==> src/rtl/flight_arming_mode_fsm_defines.svh <==
// Assertion macros shared by the flight arming mode machine RTL.
`ifndef FLIGHT_ARMING_MODE_FSM_DEFINES_SVH
`define FLIGHT_ARMING_MODE_FSM_DEFINES_SVH
`ifndef SYNTH
// Plain property checked on every clock edge outside reset
`define FAM_ASSERT(label, prop) \
   label: assert property (@(posedge clock) disable iff (reset) (prop)) \
      else $error("flight arming mode check failed");
// Next-cycle implication checked outside reset
`define FAM_ASSERT_NEXT(label, pre, post) \
   label: assert property (@(posedge clock) disable iff (reset) (pre) |=> (post)) \
      else $error("flight arming mode check failed");
`else
`define FAM_ASSERT(label, prop)
`define FAM_ASSERT_NEXT(label, pre, post)
`endif
`endif

==> src/rtl/fam_pkg.sv <==
// Package for the flight arming mode machine: codes, constants and shared types.
package fam_pkg;

   // Vehicle modes
   localparam logic [2:0] MODE_DISARMED   = 3'd0;
   localparam logic [2:0] MODE_ARMED      = 3'd1;
   localparam logic [2:0] MODE_READY      = 3'd2;
   localparam logic [2:0] MODE_TAKING_OFF = 3'd3;
   localparam logic [2:0] MODE_TESTING    = 3'd4;
   localparam logic [2:0] MODE_FLYING     = 3'd5;
   localparam logic [2:0] MODE_LANDING    = 3'd6;

   // Remote modes
   localparam logic [1:0] RC_DISARM = 2'd0;
   localparam logic [1:0] RC_FLY    = 2'd1;
   localparam logic [1:0] RC_LAND   = 2'd2;

   // Register indexes
   localparam logic [1:0] REG_TILT_LIMIT     = 2'd0;
   localparam logic [1:0] REG_LANDED_RANGE   = 2'd1;
   localparam logic [1:0] REG_LANDING_RANGE  = 2'd2;
   localparam logic [1:0] REG_AIRBORNE_RANGE = 2'd3;

   // Register reset values
   localparam logic [10:0] TILT_LIMIT_RST     = 11'd600;
   localparam logic [15:0] LANDED_RANGE_RST   = 16'd10;
   localparam logic [15:0] LANDING_RANGE_RST  = 16'd500;
   localparam logic [15:0] AIRBORNE_RANGE_RST = 16'd100;

   // Landing confirmation counter, signed, from -1 up to LANDING_TICKS
   localparam logic signed [7:0] LANDING_TICKS = 8'sd50;
   localparam logic signed [7:0] CNT_FLOOR     = -8'sd1;

   // Stick thresholds in degrees
   localparam logic signed [7:0] STICK_LOW   = -8'sd90;
   localparam logic signed [7:0] STICK_HIGH  = 8'sd90;
   localparam logic signed [7:0] THROTTLE_GO = 8'sd5;

   typedef struct packed {
      logic [10:0] tilt_limit;
      logic [15:0] landed_range;
      logic [15:0] landing_allowed_range;
      logic [15:0] airborne_range;
   } cfg_type;

   typedef struct packed {
      logic [1:0]         rc_mode;
      logic signed [7:0]  stick_yaw;
      logic signed [7:0]  stick_alt;
      logic signed [7:0]  stick_roll;
      logic signed [7:0]  stick_pitch;
      logic [15:0]        range_mm;
      logic signed [11:0] tilt_roll;
      logic signed [11:0] tilt_pitch;
      logic               gyro_ok;
      logic               accel_ok;
      logic               optflow_ok;
      logic               range_ok;
   } req_type;

   typedef struct packed {
      logic [2:0]        vehicle_mode;
      logic [1:0]        last_rc_mode;
      logic signed [7:0] landing_ticks_left;
   } state_type;

endpackage

==> src/rtl/fam_csr.sv <==
// Configuration register file on the APB-style port.
module fam_csr (
   input  logic                 clock,
   input  logic                 reset,
   input  logic                 csr_psel,
   input  logic                 csr_penable,
   input  logic                 csr_pwrite,
   input  logic [3:0]           csr_paddr,
   input  logic [31:0]          csr_pwdata,
   output logic [31:0]          csr_prdata,
   output logic                 csr_pready,
   output fam_pkg::cfg_type     cfg
);

   fam_pkg::cfg_type cfg_ff;
   fam_pkg::cfg_type cfg_in;
   logic             wr_en;

   assign csr_pready = 1'b1;
   assign wr_en      = csr_psel && csr_penable && csr_pwrite;

   // Write decode on the word index
   always_comb begin
      cfg_in = cfg_ff;
      if (wr_en) begin
         case (csr_paddr[3:2])
            fam_pkg::REG_TILT_LIMIT:     cfg_in.tilt_limit = csr_pwdata[10:0];
            fam_pkg::REG_LANDED_RANGE:   cfg_in.landed_range = csr_pwdata[15:0];
            fam_pkg::REG_LANDING_RANGE:  cfg_in.landing_allowed_range = csr_pwdata[15:0];
            fam_pkg::REG_AIRBORNE_RANGE: cfg_in.airborne_range = csr_pwdata[15:0];
            default: ;
         endcase
      end
   end

   always_ff @(posedge clock) begin
      if (reset) begin
         cfg_ff.tilt_limit            <= fam_pkg::TILT_LIMIT_RST;
         cfg_ff.landed_range          <= fam_pkg::LANDED_RANGE_RST;
         cfg_ff.landing_allowed_range <= fam_pkg::LANDING_RANGE_RST;
         cfg_ff.airborne_range        <= fam_pkg::AIRBORNE_RANGE_RST;
      end else begin
         cfg_ff <= cfg_in;
      end
   end

   // Read mux
   always_comb begin
      case (csr_paddr[3:2])
         fam_pkg::REG_TILT_LIMIT:     csr_prdata = {21'd0, cfg_ff.tilt_limit};
         fam_pkg::REG_LANDED_RANGE:   csr_prdata = {16'd0, cfg_ff.landed_range};
         fam_pkg::REG_LANDING_RANGE:  csr_prdata = {16'd0, cfg_ff.landing_allowed_range};
         fam_pkg::REG_AIRBORNE_RANGE: csr_prdata = {16'd0, cfg_ff.airborne_range};
         default:                     csr_prdata = 32'd0;
      endcase
   end

   assign cfg = cfg_ff;

endmodule

==> src/rtl/fam_step.sv <==
// One control tick of the mode machine: the chained checks as combinational logic.
module fam_step (
   input  fam_pkg::req_type   req,
   input  fam_pkg::state_type cur,
   input  fam_pkg::cfg_type   cfg,
   output fam_pkg::state_type nxt,
   output logic               changed
);

   logic [2:0]        m;
   logic signed [7:0] cnt;
   logic [11:0]       mag_roll;
   logic [11:0]       mag_pitch;
   logic              all_ok;
   logic              on_ground;
   logic              tilt_bad;

   // Magnitudes fit 12 bits unsigned, including the most negative code
   assign mag_roll  = req.tilt_roll[11] ? (~req.tilt_roll + 12'd1) : req.tilt_roll;
   assign mag_pitch = req.tilt_pitch[11] ? (~req.tilt_pitch + 12'd1) : req.tilt_pitch;
   assign tilt_bad  = (mag_roll > {1'b0, cfg.tilt_limit}) ||
                      (mag_pitch > {1'b0, cfg.tilt_limit});
   assign all_ok    = req.gyro_ok && req.accel_ok && req.optflow_ok && req.range_ok;
   assign on_ground = req.range_mm < cfg.landed_range;

   // Checks in order; each sees the mode left by the one before
   always_comb begin
      m   = cur.vehicle_mode;
      cnt = cur.landing_ticks_left;

      if (req.rc_mode == fam_pkg::RC_DISARM) begin
         m = fam_pkg::MODE_DISARMED;
      end

      if (req.rc_mode == fam_pkg::RC_FLY && cur.last_rc_mode == fam_pkg::RC_DISARM &&
          all_ok) begin
         m = fam_pkg::MODE_ARMED;
      end

      // Arming gesture on the sticks
      if (m == fam_pkg::MODE_ARMED && req.stick_yaw <= fam_pkg::STICK_LOW &&
          req.stick_alt <= fam_pkg::STICK_LOW && req.stick_roll >= fam_pkg::STICK_HIGH &&
          req.stick_pitch <= fam_pkg::STICK_LOW) begin
         m = fam_pkg::MODE_READY;
      end

      if (m == fam_pkg::MODE_READY && req.stick_alt > fam_pkg::THROTTLE_GO) begin
         m = (req.rc_mode == fam_pkg::RC_FLY) ? fam_pkg::MODE_TAKING_OFF
                                              : fam_pkg::MODE_TESTING;
      end

      if (m == fam_pkg::MODE_TAKING_OFF && req.range_mm > cfg.airborne_range) begin
         m = fam_pkg::MODE_FLYING;
      end

      // Flying: touchdown disarm, then a landing request that can override it
      if (m == fam_pkg::MODE_FLYING) begin
         if (on_ground && req.stick_alt == fam_pkg::STICK_LOW) begin
            m = fam_pkg::MODE_DISARMED;
         end
         if (req.rc_mode == fam_pkg::RC_LAND && cur.last_rc_mode != fam_pkg::RC_LAND &&
             req.range_mm > cfg.landing_allowed_range) begin
            m = fam_pkg::MODE_LANDING;
         end
      end

      if ((m == fam_pkg::MODE_TAKING_OFF || m == fam_pkg::MODE_FLYING) && tilt_bad) begin
         m = fam_pkg::MODE_DISARMED;
      end

      // Landing: counter confirms touchdown, leaving land mode returns to flying
      if (m == fam_pkg::MODE_LANDING) begin
         if (on_ground) begin
            if (cnt < 8'sd1) begin
               m = fam_pkg::MODE_DISARMED;
            end
            if (cnt > fam_pkg::CNT_FLOOR) begin
               cnt = cnt - 8'sd1;
            end
         end else begin
            cnt = fam_pkg::LANDING_TICKS;
         end
         if (req.rc_mode != fam_pkg::RC_LAND) begin
            m = fam_pkg::MODE_FLYING;
         end
      end

      nxt.vehicle_mode       = m;
      nxt.last_rc_mode       = req.rc_mode;
      nxt.landing_ticks_left = cnt;
   end

   assign changed = (nxt.vehicle_mode != cur.vehicle_mode);

endmodule

==> src/rtl/flight_arming_mode_fsm.sv <==
// Top level of the flight arming mode machine: input register, state and result register.
//
// Usage: one request word per control tick on the req_ channel carries the
// remote mode, sticks, range, tilts and sensor flags. The block answers each
// word with exactly one rsp_ word: the vehicle mode after the tick and a flag
// set when the mode changed. The csr_ port (APB-style, pready always high)
// holds the tilt limit and three range thresholds at byte addresses 0, 4, 8, 12;
// write it only while no request word is in flight.
// Order: a word accepted is captured in the input register, and its result
// is loaded into the result register when that register can take it, which
// raises rsp_valid. Throughput: one word per cycle while no result is stalled;
// the mode step is one combinational pass from the input register and the mode
// state into the result register.
// Stall: while rsp_stall holds a result, one more word is taken into the input
// register; req_stall then rises until the result register frees up.
// Reset: mode disarmed, last remote mode zero, landing counter at its full
// count, registers at their default values, both channels empty.
`include "flight_arming_mode_fsm_defines.svh"

module flight_arming_mode_fsm (
   input  logic               clock,
   input  logic               reset,
   // request channel
   input  logic               req_valid,
   output logic               req_stall,
   input  logic [1:0]         req_rc_mode,
   input  logic signed [7:0]  req_stick_yaw,
   input  logic signed [7:0]  req_stick_alt,
   input  logic signed [7:0]  req_stick_roll,
   input  logic signed [7:0]  req_stick_pitch,
   input  logic [15:0]        req_range_mm,
   input  logic signed [11:0] req_tilt_roll,
   input  logic signed [11:0] req_tilt_pitch,
   input  logic               req_gyro_ok,
   input  logic               req_accel_ok,
   input  logic               req_optflow_ok,
   input  logic               req_range_ok,
   // response channel
   output logic               rsp_valid,
   input  logic               rsp_stall,
   output logic [2:0]         rsp_mode_now,
   output logic               rsp_mode_changed,
   // configuration port
   input  logic               csr_psel,
   input  logic               csr_penable,
   input  logic               csr_pwrite,
   input  logic [3:0]         csr_paddr,
   input  logic [31:0]        csr_pwdata,
   output logic [31:0]        csr_prdata,
   output logic               csr_pready
);

   fam_pkg::cfg_type   cfg;
   fam_pkg::req_type   req_word;
   fam_pkg::req_type   s1_ff;
   logic               s1_valid_ff;
   logic               s1_valid_in;
   fam_pkg::state_type state_ff;
   fam_pkg::state_type state_in;
   logic               step_changed;
   logic               rsp_valid_ff;
   logic               rsp_valid_in;
   logic [2:0]         mode_out_ff;
   logic               changed_out_ff;
   logic               out_load;
   logic               advance;
   logic               accept;

   fam_csr u_csr (
      .clock       (clock),
      .reset       (reset),
      .csr_psel    (csr_psel),
      .csr_penable (csr_penable),
      .csr_pwrite  (csr_pwrite),
      .csr_paddr   (csr_paddr),
      .csr_pwdata  (csr_pwdata),
      .csr_prdata  (csr_prdata),
      .csr_pready  (csr_pready),
      .cfg         (cfg)
   );

   // Pack the request fields
   assign req_word.rc_mode     = req_rc_mode;
   assign req_word.stick_yaw   = req_stick_yaw;
   assign req_word.stick_alt   = req_stick_alt;
   assign req_word.stick_roll  = req_stick_roll;
   assign req_word.stick_pitch = req_stick_pitch;
   assign req_word.range_mm    = req_range_mm;
   assign req_word.tilt_roll   = req_tilt_roll;
   assign req_word.tilt_pitch  = req_tilt_pitch;
   assign req_word.gyro_ok     = req_gyro_ok;
   assign req_word.accel_ok    = req_accel_ok;
   assign req_word.optflow_ok  = req_optflow_ok;
   assign req_word.range_ok    = req_range_ok;

   // Flow control
   assign out_load     = !rsp_valid_ff || !rsp_stall;
   assign advance      = s1_valid_ff && out_load;
   assign req_stall    = s1_valid_ff && !out_load;
   assign accept       = req_valid && !req_stall;
   assign s1_valid_in  = accept ? 1'b1 : (advance ? 1'b0 : s1_valid_ff);
   assign rsp_valid_in = out_load ? s1_valid_ff : rsp_valid_ff;

   fam_step u_step (
      .req     (s1_ff),
      .cur     (state_ff),
      .cfg     (cfg),
      .nxt     (state_in),
      .changed (step_changed)
   );

   // Input register
   always_ff @(posedge clock) begin
      if (reset) begin
         s1_valid_ff <= 1'b0;
      end else begin
         s1_valid_ff <= s1_valid_in;
      end
      if (accept) begin
         s1_ff <= req_word;
      end
   end

   // Mode state, updated as each word moves into the result register
   always_ff @(posedge clock) begin
      if (reset) begin
         state_ff.vehicle_mode       <= fam_pkg::MODE_DISARMED;
         state_ff.last_rc_mode       <= fam_pkg::RC_DISARM;
         state_ff.landing_ticks_left <= fam_pkg::LANDING_TICKS;
      end else if (advance) begin
         state_ff <= state_in;
      end
   end

   // Result register
   always_ff @(posedge clock) begin
      if (reset) begin
         rsp_valid_ff <= 1'b0;
      end else begin
         rsp_valid_ff <= rsp_valid_in;
      end
      if (advance) begin
         mode_out_ff    <= state_in.vehicle_mode;
         changed_out_ff <= step_changed;
      end
   end

   assign rsp_valid        = rsp_valid_ff;
   assign rsp_mode_now     = mode_out_ff;
   assign rsp_mode_changed = changed_out_ff;

   // Checks
   `FAM_ASSERT_NEXT(a_out_tracks_state, advance, rsp_mode_now == state_ff.vehicle_mode)
   `FAM_ASSERT_NEXT(a_state_holds_idle, !advance, $stable(state_ff))
   `FAM_ASSERT(a_stall_only_full, !req_stall || (s1_valid_ff && rsp_valid_ff && rsp_stall))
   `FAM_ASSERT(a_cnt_bounds, (state_ff.landing_ticks_left >= fam_pkg::CNT_FLOOR) && (state_ff.landing_ticks_left <= fam_pkg::LANDING_TICKS))

endmodule
==> config.mk <==
export PLATFORM = sky130hd
export DESIGN_NAME = flight_arming_mode_fsm
export DESIGN_NICKNAME = d
export VERILOG_FILES = /design/src/rtl/fam_pkg.sv /design/src/rtl/fam_csr.sv /design/src/rtl/fam_step.sv /design/src/rtl/flight_arming_mode_fsm.sv
export VERILOG_INCLUDE_DIRS = /design/src /design/src/rtl
export SDC_FILE = /design/constraint.sdc
export NUM_CORES = 1
export LEC_CHECK = 0
export BUFFER_PORTS_ARGS = -buffer_cell sky130_fd_sc_hd__buf_4
export CAP_MARGIN = 40
export CORE_ASPECT_RATIO = 1.5
export CORE_MARGIN = 10
export CORE_UTILIZATION = 60
export DETAILED_ROUTE_END_ITERATION = 6
export GPL_ROUTABILITY_DRIVEN = 0
export PLACE_DENSITY = 0.94
export REMOVE_ABC_BUFFERS = 1
export SYNTH_ARGS = -nofsm -noshare
export SYNTH_HDL_FRONTEND = slang
export SYNTH_SLANG_ARGS = --single-unit
==> constraint.sdc <==
create_clock -name clock -period 11.1 [get_ports clock]
set_input_delay 2.22 -clock clock [delete_from_list [all_inputs] [get_ports clock]]
set_output_delay 2.22 -clock clock [all_outputs]
set_load 0.01 [all_outputs]
# ---- After elaboration in Yosys (flattened, before gate mapping)
# Cells that the tools add are included.
dict set report classes {
  add_sub_neg 3
  multipliers 0
  div 0
  magnitude_cmp 12
  n_eq_ne 17
  shift 0
  n_mux 21
  bitwise_logic 2
  n_reduce_logical 36
}
# operator count
set ops {}
lappend ops {{$pmux W32 S4} 1}
lappend ops {{$mux W3} 14}
lappend ops {{$gt A16 B16 Y1} 2}
lappend ops {{$add A12 B1 Y12 const B} 2}
lappend ops {{$gt A12 B11 Y1} 2}
lappend ops {{$le A8 B8 Y1 const B} 3}
lappend ops {{$mux W12} 2}
lappend ops {{$not A12 Y12} 2}
lappend ops {{$logic_and A1 B1 Y1} 20}
lappend ops {{$lt A16 B16 Y1} 1}
lappend ops {{$mux W8} 2}
lappend ops {{$eq A3 B2 Y1 const B} 3}
lappend ops {{$eq A3 B3 Y1 const B} 3}
lappend ops {{$eq A8 B8 Y1 const B} 1}
lappend ops {{$ge A8 B8 Y1 const B} 1}
lappend ops {{$gt A8 B1 Y1 const B} 1}
lappend ops {{$gt A8 B4 Y1 const B} 1}
lappend ops {{$lt A8 B2 Y1 const B} 1}
lappend ops {{$reduce_and A2 Y1} 4}
lappend ops {{$sub A8 B2 Y8 const B} 1}
lappend ops {{$eq A2 B2 Y1 const B} 3}
lappend ops {{$logic_not A2 Y1} 3}
lappend ops {{$ne A2 B2 Y1 const B} 3}
lappend ops {{$eq A2 B1 Y1 const B} 2}
lappend ops {{other kinds (7)} 13}
dict set report word_totals {
  reg_bits 156
  latchBits 0
  ramBits 0
  romBits 0
  input_bits 121
  mem_count 0
}

# ---- Longest topological paths before layout
# Gate-level depths: netlist of run 1.
dict set report logic_depth {
  word_depth 29
  depth_mapped 15
  ltp_nobuf 15
}

# ---- Modules after synthesis
# From an unflattened synthesis of run 1, not the netlist that was laid out.
dict set report unflattened {
  cells_unflattened 842
  hier_area_um2 9046.2
}
# mod instances cells_per_inst area_per_inst_um2
set modules_own_cells {}
lappend modules_own_cells {flight_arming_mode_fsm 1 148 3123.0}
lappend modules_own_cells {fam_step 1 413 2992.9}
lappend modules_own_cells {fam_csr 1 281 2930.3}

# ---- Worst setup path before layout of run 1
# No wires, ideal clock.
dict set report synth_path {
  kind {input-to-reg}
  start {input port rsp_stall}
  end {register s1_ff[0] (netlist name), enable pin}
  setup_ns 0.521
  arrival_time_ns 5.875
  t_required_ns 10.579
  path_slack_ns 4.703
  cell_stages 2
  n_path_buf 0
  cell_sequence {and3_1 nor2b_1}
}
dict set report synth_via {
  elab_chain_len 6
}
# element line_no
set synth_rtl {}
lappend synth_rtl {{start, declared} flight_arming_mode_fsm.sv:40} ;# input logic rsp_stall,
lappend synth_rtl {{$logic_not A1 Y1} flight_arming_mode_fsm.sv:97} ;# assign out_load = !rsp_valid_ff || !rsp_stall;
lappend synth_rtl {{$logic_or A1 B1 Y1} flight_arming_mode_fsm.sv:97}
lappend synth_rtl {{$logic_not A1 Y1} flight_arming_mode_fsm.sv:99} ;# assign req_stall = s1_valid_ff && !out_load;
lappend synth_rtl {{$logic_and A1 B1 Y1} flight_arming_mode_fsm.sv:99}
lappend synth_rtl {{$logic_not A1 Y1} flight_arming_mode_fsm.sv:100} ;# assign accept = req_valid && !req_stall;
lappend synth_rtl {{$logic_and A1 B1 Y1} flight_arming_mode_fsm.sv:100}
lappend synth_rtl {{named net accept} flight_arming_mode_fsm.sv:67} ;# logic accept;
lappend synth_rtl {{end signal, assigned} flight_arming_mode_fsm.sv:120} ;# s1_ff <= req_word;
lappend synth_rtl {{end, declared} flight_arming_mode_fsm.sv:55} ;# fam_pkg::req_type s1_ff;
# The timed path passes the listed nets, and every way through them passes these cells.
# A chain may end at the register's enable or synchronous reset.

# ---- Final worst setup path of run 1
dict set report layout_path {
  start {input port csr_paddr[2]}
  end {output port csr_prdata[13]}
}
dict set report layout_via {
  elab_chain_len 2
  word_cells_on_any_way 5
}
# element line_no
set layout_rtl {}
lappend layout_rtl {{start, declared} flight_arming_mode_fsm.sv:47} ;# input logic [3:0] csr_paddr,
lappend layout_rtl {{$eq A2 B2 Y1 (tied with other cells)} fam_csr.sv:49} ;# case (csr_paddr[3:2])
lappend layout_rtl {{$pmux W32 S4 (*)} fam_csr.sv:49}
lappend layout_rtl {{end, declared} flight_arming_mode_fsm.sv:49} ;# output logic [31:0] csr_prdata,
# Mark *: on every way between the ends. The rest lies on a longest branch, timed or not. The select of a mux whose other input is x is not followed.

==> results of run 1 <==
==> layout by cell type (no fill, tap or decap), drive strengths merged, types with 4 or more instances in the layout <==
master,instances
a31oi,5
a21o,6
xor2,6
a22o,5
mux2i,4
and2,4
edfxtp,81
nand2,141
nor2b,7
nor3,5
clkbuf,18
o21ai,34
nor2,32
nor4,5
o21a,5
xnor2,20
nand2b,5
dfxtp,74
a21boi,5
clkinv,4
and3,5
or3,5
buf,128
conb,17
o31ai,6
o211ai,22
o41ai,4
nand4b,4
nand4,13
mux4,11
a221oi,5
or4,4
inv,76
ha,72
a21oi,68
o22ai,5
nand3,11
==> registers in the layout (all words and copies together) (netlist names) <==
register	count
rsp_valid	1
rsp_mode_now	3
s1_valid_ff	1
state_ff	13
rsp_mode_changed	1
s1_ff	77
u_csr.cfg	59
==> layout make-up <==
| type | instances | area, µm² | area share [%] |
|---|---|---|---|
| flip-flops and latches | 155 | 3910 | 39.3 |
| repair buffers | 128 | 973 | 9.77 |
| inverters | 71 | 267 | 2.68 |
| well taps | 162 | 203 | 2.04 |
| multi-input cells | 578 | 4000 | 40.2 |
| clock buffers | 18 | 439 | 4.41 |
| clock inverters | 14 | 160 | 1.61 |
==> kinds of logic after synthesis <==
group | Yosys count
buffers and inverters | 118
AOI/OAI and AO/OA | 198
DFF | 155
muxes | 15
xor gates and xnor gates | 26
and+or+nand+nor | 250
adders and majority gates | 72
other | 2
==> worst max-delay path by stage <==
stage                          to  cells past startpoint
3_3_place_gp       csr_prdata[13]                      4
6_report           csr_prdata[13]                      4
5_1_grt            csr_prdata[14]                      4
3_5_place_dp       csr_prdata[13]                      4
4_1_cts            csr_prdata[14]                      4
2_1_floorplan  s1_ff[0]$_DFFE_PP_                      2
==> routing by layer <==
layer | vias to the layer above | part of all wire, %
met4 | 0 | 4.6
li1 | 3222 | -
met3 | 95 | 8.5
met2 | 333 | 53
met1 | 3241 | 34
met5 | - | 0
==> metrics by stage <==
step	power, µW	std cells
floorplan	735	804
global route	1430	1126
detailed placement	805	1094
finish	1380	1126
CTS	1380	1126
global placement	797	1093
==> power breakdown <==
| part | total [µW] | switching (µW) | leakage (µW) | internal [µW] |
|---|---|---|---|---|
| clock network | 581 | 239 | 0.000286 | 341 |
| registers | 645 | 16.9 | 0.00139 | 628 |
| logic | 154 | 82.1 | 0.00225 | 71.8 |
==> worst register-to-register path, delay by kind of cell (launching register included) <==
| kind | cells | cell delay, ns |
|---|---|---|
| flops | 1 | 0.46 |
| fa+ha+maj | 1 | 0.28 |
| compound gates | 6 | 2.22 |
| simple gates | 4 | 1.23 |
| xor+xnor | 1 | 0.20 |
==> metrics.md, run 1 <==
| Metric | Value |
|---|---|
| Status | complete, no violations |
| Leak | 0.00392 µW |
| Crit-path max FO | 27 |
| Origin of the worst setup path | csr_paddr[2] |
| Post-Synthesis Cells | 836 |
| Final #Nets | 1144 |
| Max-slew violation count | 0 |
| CTS tree | yes |
| CTS root buffer | clkbuf_16 |
| GRT busiest layer | met2 |
| Detailed Routing Iterations Pass 1 | 6 |
| Max cap viols | 0 |
| Ys async rst share | 0% |
| Worst VDD drop | 0.110 mV |
| R2R Setup Slk | 6.46 ns |
| Post-synth EDFFs | 81 |
| Adder-cell area share of the yosys netlist | 10.8% |
| Ports | 160 |
| Mux contribution to synthesized area | 3.43% |
| Die H | 165 µm |
| Hold Path Sink | u_csr.cfg[28]$_SDFFE_PP0P_ |
| Fmax | 174 MHz |
| Initial antenna violation count | 0 |
| Top area cells in the synthesized netlist | edfxtp_1 29%, dfxtp_1 18%, ha_1 11% |
| Dpl hpwl | 16000 µm |
| Routed WL | 22000 µm |
| All-layer global routing usage | 23.3% |
| Compound-Gate Fraction of Synth Area | 15.8% |
| Critical Path RT | 8.88 ns |
| Yosys top cell area share | 29.0% |
| Top-count cell post-synth | nand2_1 |
| Hold Vio Cnt, Final | 0 |
| First-pass GRT wire length | 34800 µm |
| Grt total ovfl | 0 |
| Top cells by count, synth | 140 x nand2_1, 81 x edfxtp_1, 74 x dfxtp_1, 72 x ha_1, 71 x inv_1 |
| Htree depth | 4 |
| Iteration-0 DRC Markers | 644 |
| Clock buffer depth | 2 |
| Largest net degree at the start of global routing | 52 |
| Antenna Nets Post-Route | 0 |
| CTS resizes | 0 |
| Vias | 6891 |
| Setup-failing EPs final | 0 |
| Met1 usage | 22.6% |
| Crit Path Category | in2out |
| Synth Register Bits | 155 |
| Final Util | 73.2% |
| Most used cell, CP | buf_4 |
| XOR/XNOR Fraction of Synth Area | 2.72% |
| DP Worst Slack | 5.39 ns |
| DR WL/cell | 19.5 µm |
| Sequential-to-total area share from yosys stat | 46.7% |
| Crit-path cells | buf_4 -> nor2b_1 -> a22o_1 -> buf_4 |
| Via-per-instance ratio | 6.12 |
| CTS Buf Count | 17 |
| # clock sinks | 155 |
| RSZ-0062 raised after global routing | no |
| Worst Path Buf+Inv | 2 |
| Site Rows | 52 |
| Post-Synth Simple-Gate Area | 14.2% |
| Crit path capture type | primary output |
| Post-CTS Repair Setup Buffers | 0 |
| CP startpoint kind | primary input |
| HP Class | reg2reg |
| Largest delay share family, worst path | simple AND/OR/NAND/NOR gates |
| Clock transition at path regs | 0.06 ns |
| Filler instances | 873 |
| Reg-to-reg critical path startpoint | s1_ff[7]$_DFFE_PP_ |
| Core area | 13600 µm² |
| Post-cts hold buffer count | 0 |
| Initial core utilization | 61.6% |
| GR Util met3 | 7.55% |
| Worst slew margin | 41.3% |
| PD cells | 138 nW/µm² |
| Ant diodes | 0 |
| Final period utilization | 51.8% |
| Ys Warns | 0 |
| Share of layout cells above drive strength 1 | 19.8% |
| Worst path arrival time | 3.52 ns |
| # DRC | 0 |
| Post-layout worst setup margin | 5.36 ns |
| Hold path start | u_csr.cfg[28]$_SDFFE_PP0P_ |
| R2R depth | 12 |
| Synthesis-to-layout area growth | 18.9% |
| Fin area | 9960 µm² |
| CP max stage delay | 0.55 ns |
| RR Endpoint | rsp_mode_changed$_DFFE_PP_ |
| Min cycle time layout | 5.74 ns |
| Most used DFF post-synth | edfxtp_1 |
| Die area | 19200 µm² |
| Slew @ Worst Pin | 0.881 ns |
| Crit-path slowest cell | nor2b_1 |
| WHS | 0.456 ns |
| Clock Skew | 0.00961 ns |
| Hold depth | 2 |
| Count of cell types in the netlist | 73 |
| Cell taking the most area after synthesis | edfxtp_1 |
| Met2 usage | 42.0% |
| Largest family of logic cells by synthesized area | compound AO/OA/AOI/OAI gates |
| Input/output buffers | 123 |
| Post-Syn Area per Cell | 10.0 µm² |
| Clk Latency, worst-skew pair | 0.43 ns |
| Number of global-route vias before repair | 7186 |
| Setup TNS | 0 ns |
| Placed cell area | 9360 µm² |
| Area of the mapped netlist | 8380 µm² |
| Die width | 116 µm |
(Power assumes the default switching activity.)
==> inputs of run 2 (changes only) <==
- CORE_UTILIZATION: 60 -> 51
- PLACE_DENSITY: 0.94 -> 0.85
- clock period: 11.1 -> 4.65 ns (I/O delays scaled with it)
==> run 2 against run 1 <==
Global-route usage down 4.5 points; via count shrank 3.2%; highest routed layer unchanged; first-iteration DRC count fell by 32%; worst hold slack lost 0.0016 ns; clock-buffer cell count up 2.
==> metrics.md, run 2 (same netlist as run 1, synthesis figures left out) <==
| Metric | Value |
|---|---|
| CP max stage delay | 0.61 ns (was 0.55 ns) |
| Fin area | 10000 µm² (was 9960 µm²) |
| HP Class | reg2reg (unchanged) |
| Worst VDD drop | 0.290 mV (was 0.110 mV) |
| CTS root buffer | clkbuf_16 (unchanged) |
| Leak | 0.00392 µW (about the same) |
| Most common cell after layout, fill and taps aside | nand2_1 (unchanged) |
| First-pass GRT wire length | 33600 µm (was 34800 µm) |
| Grt total ovfl | 0 (unchanged) |
| Die width | 125 µm (was 116 µm) |
| Detailed Routing Iterations Pass 1 | 6 (unchanged) |
| Fmax | 236 MHz |
| Setup-failing EPs final | 0 (unchanged) |
| Worst path arrival time | 4.41 ns (was 3.52 ns) |
| Ant diodes | 0 (unchanged) |
| Synthesis-to-layout area growth | 19.4% (was 18.9%) |
| Clock Skew | 0.00815 ns (was 0.00961 ns) |
| Number of global-route vias before repair | 6982 (was 7186) |
| Ports | 160 (unchanged) |
| # clock sinks | 155 (unchanged) |
| Dpl hpwl | 15600 µm (was 16000 µm) |
| Max cap viols | 0 (unchanged) |
| Crit path capture type | flop (was primary output) |
| Die H | 177 µm (was 165 µm) |
| Die area | 22100 µm² (was 19200 µm²) |
| Clk Latency, worst-skew pair | 0.43 ns (about the same) |
| Critical Path RT | 4.81 ns (was 8.88 ns) |
| Vias | 6669 (was 6891) |
| Commonest non-fill, non-tap cells in the layout | 140 x nand2_1, 130 x buf_4, 81 x edfxtp_1, 74 x dfxtp_1, 72 x ha_1 (was 140 x nand2_1, 127 x buf_4, 81 x edfxtp_1, 74 x dfxtp_1, 72 x ha_1) |
| Clock transition at path regs | 0.06 ns (about the same) |
| Largest register FFs | 77 (unchanged) |
| Antenna Nets Post-Route | 0 (unchanged) |
| Crit-path max FO | 4 (was 27) |
| Final cell count without fillers | 1173 (was 1126) |
| Clock buffer depth | 2 (unchanged) |
| Input/output buffers | 123 (unchanged) |
| Initial core utilization | 51.8% (was 61.6%) |
| Status | complete, no violations (unchanged) |
| Power Total | 3230 µW (was 1380 µW) |
| Max-slew violation count | 0 (unchanged) |
| Post-cts hold buffer count | 0 (unchanged) |
| Hold Vio Cnt, Final | 0 (unchanged) |
| PD cells | 323 nW/µm² (was 138 nW/µm²) |
| CP startpoint kind | flop (was primary input) |
| Routed WL | 20900 µm (was 22000 µm) |
| CTS tree | yes (unchanged) |
| Via-per-instance ratio | 5.69 (was 6.12) |
| DR WL/cell | 17.8 µm (was 19.5 µm) |
| Placed cells | 1139 (was 1094) |
| Site Rows | 57 (was 52) |
| All-layer global routing usage | 18.8% (was 23.3%) |
| Crit-path cells | or4_1 -> o41ai_1 -> xnor2_1 -> ha_1 -> and3_1 -> a221o_1 -> a2111oi_0 -> o211ai_1 -> buf_4 -> and2_1 -> a221oi_2 -> xnor2_1 -> nand4_1 (was buf_4 -> nor2b_1 -> a22o_1 -> buf_4) |
| Initial antenna violation count | 0 (unchanged) |
| Final #Nets | 1147 (was 1144) |
| Htree depth | 4 (unchanged) |
| Share of layout cells above drive strength 1 | 19.8% (about the same) |
| Largest Register | s1_ff (unchanged) |
| Most used cell, CP | xnor2_1 (was buf_4) |
| Min cycle time layout | 4.25 ns |
| Core area | 16200 µm² (was 13600 µm²) |
| Placed cell area | 9430 µm² (was 9360 µm²) |
| Worst slew margin | 42.0% (was 41.3%) |
| Slew @ Worst Pin | 0.870 ns (was 0.881 ns) |
| Crit Path Category | reg2reg (was in2out) |
| CTS Buf Count | 17 (unchanged) |
| Largest net degree at the start of global routing | 52 (unchanged) |
| Final period utilization | 91.3% |
| Iteration-0 DRC Markers | 435 (was 644) |
| RSZ-0062 raised after global routing | no (unchanged) |
| Crit-path slowest cell | or4_1 (was nor2b_1) |
| # DRC | 0 (unchanged) |
run 2: cell types whose count changed in the layout (fill, tap and decap cells not counted), sizes merged:
cell	delta
buf	+3
clkbuf	+2
clkinv	+3
inv	-5
run 2: repair_timing:
action | in CTS | in global routing
setup endpoints to repair | 0 | 1
gates resized for setup | 0 | 0
buffers inserted | 0 | 2
run 2: layout make-up:
class / count / area (µm²)
Tap cell: 206 / 258
Clock inverter: 12 / 125
Sequential cell: 155 / 3910
Clock buffer: 20 / 437
Fill cell: 1268 / 6180
Timing Repair Buffer: 131 / 1000
Multi-Input combinational cell: 578 / 4000
Inverter: 71 / 267
run 2: layer usage:
layer | vias to the layer above | part of all wire [%] | GRT usage [%]
li1 | 3223 | - | -
met1 | 3127 | 36 | 18.0
met2 | 260 | 53 | 35.5
met3 | 59 | 7.7 | 6.09
met4 | 0 | 3.4 | 9.06
met5 | - | 0 | 0
run 2: power breakdown:
part	switching, µW	total, µW	internal, µW
sequential	38.3	1540	1500
clock	539	1320	785
combinational	193	369	176
total	770	3230	2460
run 2: worst paths after layout:
path                              start                    endpoint  slack (ns)  cells after the start
max                  s1_ff[7]$_DFFE_PP_  rsp_mode_changed$_DFFE_PP_        0.40                     13
min          u_csr.cfg[31]$_SDFFE_PP0P_  u_csr.cfg[31]$_SDFFE_PP0P_        0.45                      2
max reg2reg          s1_ff[7]$_DFFE_PP_  rsp_mode_changed$_DFFE_PP_        0.40                     13
min reg2reg  u_csr.cfg[31]$_SDFFE_PP0P_  u_csr.cfg[31]$_SDFFE_PP0P_        0.45                      2
run 2: metrics by stage:
stage                     util (%)  TNS, ns  worst slack [ns]  hold slack, ns
after floorplan                  -   -35.16            -0.457           0.430
after global placement        58.1        0             0.497           0.443
after detailed placement      58.3        0             0.339           0.447
after CTS                     61.7        0             0.247           0.456
after global routing          61.8        0             0.173           0.483
final                         61.8        0             0.404           0.455
run 2: worst max-delay path, delay by kind of cell, from the launching register on:
family / cells / cell delay (ns)
AO/OA/AOI/OAI: 5 / 1.67
AND/OR/NAND/NOR: 4 / 1.07
flip-flops: 1 / 0.45
XOR/XNOR: 2 / 0.33
adder cells (fa/ha/maj): 1 / 0.25
buffers and inverters: 1 / 0.19
==> inputs of run 3 (changes only) <==
--- a/config.mk
+++ b/config.mk
@@ -12,4 +12,5 @@
 export CORE_MARGIN = 10
 export CORE_UTILIZATION = 51
+export CTS_CLUSTER_SIZE = 10
 export DETAILED_ROUTE_END_ITERATION = 6
 export GPL_ROUTABILITY_DRIVEN = 0
==> constraint.sdc (replaced) <==
create_clock -name clock -period 4.65 [get_ports clock]
set_input_delay 0.2325 -clock clock [delete_from_list [all_inputs] [get_ports clock]]
set_output_delay 0.2325 -clock clock [all_outputs]
set_load 0.01 [all_outputs]
==> run 3 against run 2 <==
Final cell count is 6.5% higher; clock power about the same; total power rose by 2.1%; wire length up 11%; first-iteration DRC count unchanged; worst hold slack got worse by 0.41 ns; utilization is 4.7 points higher; fmax down 3.0%; critical endpoint unchanged; largest cell class unchanged; largest power group unchanged.
==> metrics.md, run 3 (same netlist as run 1, synthesis figures left out) <==
| Metric | Value |
|---|---|
| Routed WL | 23200 µm (was 20900 µm) |
| Critical Path RT | 4.81 ns (about the same) |
| Iteration-0 DRC Markers | 435 (unchanged) |
| Initial antenna violation count | 0 (unchanged) |
| CP startpoint kind | flop (unchanged) |
| Ports | 160 (unchanged) |
| Largest delay share family, worst path | compound AO/OA/AOI/OAI gates (unchanged) |
| Core area | 16200 µm² (unchanged) |
| GRT busiest layer | met2 (unchanged) |
| PD cells | 306 nW/µm² (was 323 nW/µm²) |
| Antenna Nets Post-Route | 0 (unchanged) |
| Initial core utilization | 51.8% (unchanged) |
| Detailed Routing Iterations Pass 1 | 7 (was 6) |
| Status | complete, no violations (unchanged) |
| Die H | 177 µm (unchanged) |
| Crit Path Category | reg2reg (unchanged) |
| Met2 usage | 38.2% (was 35.5%) |
| DR WL/cell | 18.6 µm (was 17.8 µm) |
| # DRC | 0 (unchanged) |
| Final period utilization | 94.1% (was 91.3%) |
| Clock transition at path regs | 0.06 ns (about the same) |
| HP Class | in2reg (was reg2reg) |
| Die area | 22100 µm² (unchanged) |
| Ant diodes | 0 (unchanged) |
| Clock Skew | 0.00735 ns (was 0.00815 ns) |
| Crit-path max FO | 6 (was 4) |
| CTS root buffer | clkbuf_16 (unchanged) |
| Dpl hpwl | 16000 µm (was 15600 µm) |
| Largest net degree at the start of global routing | 52 (unchanged) |
| Commonest non-fill, non-tap cells in the layout | 140 x nand2_1, 129 x buf_4, 81 x edfxtp_1, 77 x dlygate4sd3_1, 74 x dfxtp_1 (was 140 x nand2_1, 130 x buf_4, 81 x edfxtp_1, 74 x dfxtp_1, 72 x ha_1) |
| Fin area | 10800 µm² (was 10000 µm²) |
| CTS Buf Count | 17 (unchanged) |
| Clk Latency, worst-skew pair | 0.43 ns (about the same) |
| Site Rows | 57 (unchanged) |
| Final #Nets | 1223 (was 1147) |
| Max cap viols | 0 (unchanged) |
| Vias | 7073 (was 6669) |
| Worst Path Buf+Inv | 1 (unchanged) |
| Placed cells | 1139 (unchanged) |
| Synthesis-to-layout area growth | 28.5% (was 19.4%) |
| Htree depth | 4 (unchanged) |
| Setup TNS | 0 ns (unchanged) |
| Via-per-instance ratio | 5.66 (was 5.69) |
| Die width | 125 µm (unchanged) |
| Setup-failing EPs final | 0 (unchanged) |
| Final cell count without fillers | 1249 (was 1173) |
| Met1 usage | 19.7% (was 18.0%) |
| Max-slew violation count | 0 (unchanged) |
| CP max stage delay | 0.62 ns (was 0.61 ns) |
| # clock sinks | 155 (unchanged) |
| Most common cell after layout, fill and taps aside | nand2_1 (unchanged) |
| Crit-path slowest cell | or4_1 (unchanged) |
| Worst slew margin | 42.5% (was 42.0%) |
| WHS | 0.0477 ns (was 0.455 ns) |
| GR Util met3 | 6.06% (was 6.09%) |
| Slew @ Worst Pin | 0.862 ns (was 0.870 ns) |
| Most used cell, CP | xnor2_1 (unchanged) |
| Share of layout cells above drive strength 1 | 18.0% (was 19.8%) |
| Input/output buffers | 123 (unchanged) |
| All-layer global routing usage | 20.8% (was 18.8%) |
| Number of global-route vias before repair | 7450 (was 6982) |
| Grt total ovfl | 0 (unchanged) |
| Hold Vio Cnt, Final | 0 (unchanged) |
| Clock buffer depth | 2 (unchanged) |
| First-pass GRT wire length | 36800 µm (was 33600 µm) |
| Largest register FFs | 77 (unchanged) |
| Worst VDD drop | 0.267 mV (was 0.290 mV) |
| Min cycle time layout | 4.38 ns (was 4.25 ns) |
| Largest Register | s1_ff (unchanged) |
| Crit path capture type | flop (unchanged) |
| Worst path arrival time | 4.54 ns (was 4.41 ns) |
| Crit-path cells | or4_1 -> o41ai_1 -> xnor2_1 -> ha_1 -> and3_1 -> a221o_1 -> a2111oi_1 -> o211ai_1 -> buf_4 -> and2_1 -> a221oi_2 -> xnor2_1 -> nand4_1 (was or4_1 -> o41ai_1 -> xnor2_1 -> ha_1 -> and3_1 -> a221o_1 -> a2111oi_0 -> o211ai_1 -> buf_4 -> and2_1 -> a221oi_2 -> xnor2_1 -> nand4_1) |
| Fmax | 228 MHz (was 236 MHz) |
| Placed cell area | 9420 µm² (was 9430 µm²) |
| CTS tree | yes (unchanged) |
| Leak | 0.00424 µW (was 0.00392 µW) |
## run 3: cell types whose count changed in the layout (fill, tap and decap cells not counted), sizes merged
cell,before,now
clkinv,7,10
dlygate4sd3,0,77
buf,131,130
clkbuf,20,19
clkinvlp,3,1
## run 3: power by group
part | switching [µW] | internal [µW]
clock network | 551 | 783
logic | 209 | 216
registers | 40.5 | 1500
## run 3: worst reg2reg max path, cell delays in order (launching register included)
cell	delay, ns
edfxtp_1	0.47
or4_1	0.62
o41ai_1	0.36
xnor2_1	0.20
ha_1	0.28
and3_1	0.20
a221o_1	0.35
a2111oi_1	0.50
o211ai_1	0.14
buf_4	0.19
and2_1	0.17
a221oi_2	0.37
xnor2_1	0.16
nand4_1	0.12
## run 3: area by class of cell
cell class,instances,area (µm²)
tap,206,258
timing repair buffer,207,1760
sequential,155,3910
clock buffer,19,433
inverter,71,267
fill,1171,5430
clock inverter,13,129
multi-input combinational,578,4010
## run 3: what timing repair did
action | 4_1_cts | 5_1_grt
buffers inserted | 0 | 1
gates resized for setup | 0 | 1
endpoints found under the hold margin | 77 | 0
hold buffers | 77 | 0
endpoints found under the setup margin | 0 | 1
## run 3: layer usage
| layer | share of wire [%] | wire length (µm) |
|---|---|---|
| met1 | 35 | 8100 |
| met2 | 53 | 12200 |
| met3 | 7.4 | 1710 |
| met4 | 4.9 | 1140 |
| met5 | 0 | 0 |
## run 3: stage by stage
step / total power (µW) / util, % / setup slack [ns]
2_1_floorplan: 1750 / - / 0.153
3_3_place_gp: 1910 / 58.1 / 0.514
3_5_place_dp: 1920 / 58.2 / 0.295
4_1_cts: 3290 / 66.4 / 0.0111
5_1_grt: 3420 / 66.5 / -0.0230
6_report: 3300 / 66.5 / 0.273
## run 3: path summary, 6_finish.rpt
kind                              startpoint                         end  slack, ns  cells after the start
setup / recovery          s1_ff[7]$_DFFE_PP_  rsp_mode_changed$_DFFE_PP_       0.27                     13
hold / removal                     req_valid    s1_valid_ff$_SDFFE_PP0P_       0.05                      3
setup reg to reg          s1_ff[7]$_DFFE_PP_  rsp_mode_changed$_DFFE_PP_       0.27                     13
hold reg to reg   u_csr.cfg[29]$_SDFFE_PP0P_  u_csr.cfg[29]$_SDFFE_PP0P_       0.46                      2
